File: src/rtl/avs_pkg.sv
// ----------------------------------------------------------------------------
// avs_pkg
// Shared widths, defaults and cell control type for the ascending value sorter.
// ----------------------------------------------------------------------------
package avs_pkg;

    // element width
    localparam int WORD_W = 32;

    // default number of cells in the chain
    localparam int CAPACITY_DEF = 64;

    // per-cycle command broadcast to every cell
    typedef struct packed {
        logic load;   // insert the broadcast value
        logic emit;   // shift the chain towards the head
    } cell_ctrl_t;

endpackage

File: src/rtl/avs_cell.sv
// ----------------------------------------------------------------------------
// avs_cell
// One cell of the sorting chain: holds one element and its valid bit.
// ----------------------------------------------------------------------------
module avs_cell (
    input  logic                                clk,
    input  logic                                rst_n,
    input  avs_pkg::cell_ctrl_t                 ctrl,
    input  logic signed [avs_pkg::WORD_W-1:0]   din,
    input  logic signed [avs_pkg::WORD_W-1:0]   prev_val,
    input  logic                                prev_valid,
    input  logic                                prev_lt,
    input  logic signed [avs_pkg::WORD_W-1:0]   next_val,
    input  logic                                next_valid,
    output logic signed [avs_pkg::WORD_W-1:0]   val,
    output logic                                valid,
    output logic                                lt
);

    logic signed [avs_pkg::WORD_W-1:0] val_reg;
    logic signed [avs_pkg::WORD_W-1:0] val_next;
    logic                              valid_reg;
    logic                              valid_next;

    // empty cells count as greater than any value
    assign lt = !valid_reg || (din < val_reg);

    // insertion takes the new value or the neighbour's, emission pulls from the tail side
    always_comb
    begin
        val_next   = val_reg;
        valid_next = valid_reg;
        if (ctrl.emit)
        begin
            val_next   = next_val;
            valid_next = next_valid;
        end
        else if (ctrl.load && lt)
        begin
            if (prev_lt)
            begin
                val_next   = prev_val;
                valid_next = prev_valid;
            end
            else
            begin
                val_next   = din;
                valid_next = 1'b1;
            end
        end
    end

    // occupancy flag
    always_ff @(posedge clk or negedge rst_n)
    begin
        if (!rst_n)
        begin
            valid_reg <= 1'b0;
        end
        else
        begin
            valid_reg <= valid_next;
        end
    end

    // element payload
    always_ff @(posedge clk)
    begin
        val_reg <= val_next;
    end

    assign val   = val_reg;
    assign valid = valid_reg;

endmodule

File: config.mk
export PLATFORM = sky130hd
export DESIGN_NAME = avs_cell
export DESIGN_NICKNAME = d
export VERILOG_FILES = /design/src/rtl/avs_pkg.sv /design/src/rtl/avs_cell.sv
export SDC_FILE = /design/constraint.sdc
export NUM_CORES = 1
export LEC_CHECK = 0
export ABC_AREA = 1
export BUFFER_PORTS_ARGS = -buffer_cell sky130_fd_sc_hd__buf_2
export CORE_MARGIN = 2
export CORE_UTILIZATION = 36
export DETAILED_ROUTE_END_ITERATION = 8
export PLACE_DENSITY = 0.67
export RECOVER_POWER = 100
export SKIP_CTS_REPAIR_TIMING = 1
export SLEW_MARGIN = 20
export SYNTH_ARGS = -nofsm -noshare
export SYNTH_HDL_FRONTEND = slang
export SYNTH_SLANG_ARGS = --single-unit
export TNS_END_PERCENT = 50
File: constraint.sdc
create_clock -name clk -period 2.8 [get_ports clk]
set_input_delay 0.14 -clock clk [delete_from_list [all_inputs] [get_ports clk]]
set_output_delay 0.14 -clock clk [all_outputs]
set_load 0.03 [all_outputs]
---- Word-level counts from Yosys, hierarchy flattened ----
Cells that the tools add are included.
storage, ports and cells
  register bits ........................... 33
  word-level logic and storage cells ...... 13
cells by class
  $lt $le $gt $ge ......................... 1
  muxes and demuxes ....................... 6
  reductions and logical operators ........ 4
operator list
  cell                 number
  2-to-1 mux 32 bit    3
  < comparator 32 bit  1
  2-to-1 mux 1 bit     3
  nonzero test 2 bit   1
  logical AND 1 bit    1
  logical NOT 1 bit    1
  logical OR 1 bit     1

---- Logic depth before layout (Yosys ltp) ----
  depth after elaboration ................. 5
  depth in mapped cells ................... 18
  depth with buffers taken out ............ 18

---- Worst setup path after synthesis ----
OpenSTA, ideal clock, no wires.
  path type ............................... flip-flop to flip-flop
  from .................................... register val_reg (netlist bit val[5])
  to ...................................... register val_reg (netlist bit val[0]) (enable)
  library setup time ...................... 0.375 ns
  arrival ................................. 2.113 ns
  data required time ...................... 2.425 ns
  slack ................................... 0.312 ns
  cell stages (with the launch flop) ...... 14
  clock period less this slack ............ 2.488 ns
  path through ............................ edfxtp_1 -> inv_1 -> ha_1 -> a21oi_1 -> nor2_1 -> nor3_2 -> nand2_1 -> nand2_1 -> nand2_1 -> nand2_1 -> nand3_1 -> nand3_2 -> nand2_2 -> nand2_2
between the ends
  cells in the longest elaborated chain, start to end .. 4
RTL lines
  element                              RTL line        text
  from (decl)                          avs_cell.sv:20  logic signed [avs_pkg::WORD_W-1:0] val_reg;
  from (signal assigned)               avs_cell.sv:69  val_reg <= val_next;
  < comparator 32 bit                  avs_cell.sv:26  assign lt = !valid_reg || (din < val_reg);
  logical OR 1 bit                     avs_cell.sv:26
  named net lt                         avs_cell.sv:17  output logic lt
  logical AND 1 bit                    avs_cell.sv:38  else if (ctrl.load && lt)
  nonzero test 2 bit (no source line)  --
The timed path passes the listed nets, and every way through them passes these cells.
A chain may end at the register's enable or synchronous reset.

---- Worst setup path in the final report ----
  from .................................... input port prev_lt
  to ...................................... register valid_reg, in the netlist valid
between the ends
  cells in the longest elaborated chain, start to end .. 3
RTL lines
  element               RTL line        text
  from (decl)           avs_cell.sv:12  input logic prev_lt,
  2-to-1 mux 1 bit      avs_cell.sv:40  if (prev_lt)
  2-to-1 mux 1 bit      avs_cell.sv:38
  2-to-1 mux 1 bit      avs_cell.sv:33  if (ctrl.emit)
  to (signal assigned)  avs_cell.sv:62  valid_reg <= valid_next;
  to (decl)             avs_cell.sv:22  logic valid_reg;
Every way passes these cells. The select of a mux whose other input is x is not followed.

==> metrics.yaml <==
synthesis:
  synthCells: 318
  yosysTopAreaCell: "edfxtp_1"
  yosysWarnings: 0
  ys_seq_elements: 33
  synth_top_area_share_pct: 38.5
  synth.area.top_cells: "edfxtp_1 (39%), a21oi_1 (16%), ha_1 (16%)"
  yosysSeqAreaShare_pct: 39.5
  synth_cell_types: 23
  netlist_area_sq_um: 2490
  synth_nets: 452
  syn_avg_cell_area_sq_um: 7.84
global_route:
  overflow: 0
  grt_usage_pct: 19.1
  grt_max_degree: 36
  grt_pass1_vias: 2547
  grt_first_pass_wirelength_um: 11300
  antenna_found_initial: 0
die:
  core.rowCount: 30
  die_y_um: 87.2
  io_pins: 137
  initial_utilization_pct: 36.9
  fp.dieArea_sq_um: 7610
  die_w_um: 87.2
  coreArea_sq_um: 6760
final_layout:
  final_common_cell: "buf_2"
  drive_above_1_share_pct: 26.1
  finalNetCount: 585
  n_antenna_cell: 0
  final_cell_mix: "buf_2 (101), a21oi_1 (79), nand2_1 (62), inv_1 (41)"
  area_delta_synth_final_pct: 31.6
  largest_reg_flops: 32
power_and_ir_drop:
  total_power_mw: 1.53
  irDropWorstVdd_v: 0.000164
  leakagePower_nw: 1.69
  power_density_nw_per_um2: 466
clock_tree:
  insertion_delay_ns: 0.28
  clockBufferDepth: 2
  clkTransAtPathRegs_ns: 0.07
  htreeDepth: 2
  clockRootBuffer: "clkbuf_8"
  tritoncts: "built"
  numClockSinks: 33
  cts_made_buffers: 5
hold_path:
  min_from: "next_val[11]"
  hold_class: "in -> reg"
place:
  portBuffers: 136
  place_hpwl_um: 5370
  place_congestion: 0.833
timing:
  slew_headroom_pct: 30.5
  finalClockSkew_ns: 0.0106
  grt_setup_unrepaired: "no"
  final.setup.tns_ns: 0
  setup_viol: 0
  final.period_utilization_pct: 87.2
  min_period_ns: 2.44
  finalHoldViolCount: 0
  slew_violations: 0
  fmax_ghz: 0.409
  worst_slew_pin_slew_ns: 1.04
routing:
  wl_um: 7210
  wl_per_cell_um: 13.6
  ant_nets: 0
  drcViolationCount: 0
  first_pass_iters: 4
  vias: 2613
  drt_iter0_drc: 90
  via_per_inst: 4.91
critical_path:
  crit_fanout: 33
  critical_path_class: "in -> reg"
  crit_arrival_ns: 2.61
  crit_required_ns: 2.97
  cp-start-kind: "input port"
  startpoint: "prev_lt"
  reg2reg_from: "val[15]"
  crit_path_end_kind: "flop"
run:
  max_cap_viol_count: 0
run_status:
  status: "complete, no violations"
-- metrics by stage --
step	cell area (sq um)	cells	utilization, %	setup slack (ns)	hold slack, ns
floorplan	2490	318	-	0.312	-0.156
global placement	3240	523	48.0	0.639	-0.0837
detailed placement	3240	523	48.0	0.613	-0.0834
CTS	3320	531	49.2	0.593	-0.387
global route	3280	532	48.6	0.143	0.186
finish	3280	532	48.6	0.358	0.169
-- report_power, final --
part	switching [mW]	total [mW]	internal [mW]	leakage, nW
logic	0.355	0.538	0.183	1.32
registers	0.0289	0.643	0.614	0.331
clock network	0.172	0.349	0.177	0.0395
-- routing by layer --
metal / track usage (%) / share of wire, %
met1: 23.4 / 44
met2: 33.6 / 49
met3: 3.70 / 5.3
met4: 6.01 / 1.5
met5: 0 / 0
-- final cells by class --
cell class | instances | area, sq um
fillers | 695 | 3470
multi-input cells | 228 | 1290
flip-flops and latches | 33 | 986
repair buffers | 140 | 668
inverters | 43 | 161
well taps | 80 | 100
clock buffers | 8 | 80.1
-- critical path, stage by stage --
cell,delay [ns]
clkbuf_2,0.60
clkinv_1,1.07
o21ai_0,0.49
nand2_1,0.14
nand2_2,0.09
nand2_1,0.05
-- path summary, 6_finish.rpt --
| path | end | slack, ns | cells past startpoint |
|---|---|---|---|
| max | valid | 0.36 | 6 |
| min | val[11] | 0.17 | 3 |
| max reg2reg | val[2] | 0.45 | 12 |
| min reg2reg | valid | 0.59 | 2 |
| max in group asynchronous | valid | 2.53 | 2 |
| min in group asynchronous | valid | 0.18 | 2 |
-- cells in the mapped netlist --
| cell | instances |
|---|---|
| nor3_2 | 1 |
| ha_1 | 31 |
| o211ai_2 | 1 |
| nand4_2 | 1 |
| buf_1 | 1 |
| edfxtp_1 | 32 |
| a21oi_1 | 79 |
| nand3_1 | 3 |
| o21a_1 | 1 |
| dfrtp_1 | 1 |
| clkbuf_1 | 11 |
| o21ai_1 | 2 |
| inv_2 | 1 |
| nand4_1 | 2 |
| nand2_2 | 4 |
| nand3_2 | 1 |
| buf_2 | 2 |
| nand2_1 | 60 |
| a21oi_2 | 1 |
| nor2_1 | 37 |
| o21ai_0 | 3 |
| inv_1 | 42 |
| nor3_1 | 1 |
-- cells by family after synthesis --
family	share of synthesized area, %
simple gates	18.2
flops	39.5
buf+inv	8.68
compound gates	18.0
fa+ha+maj	15.6
(Power assumes the default switching activity.)
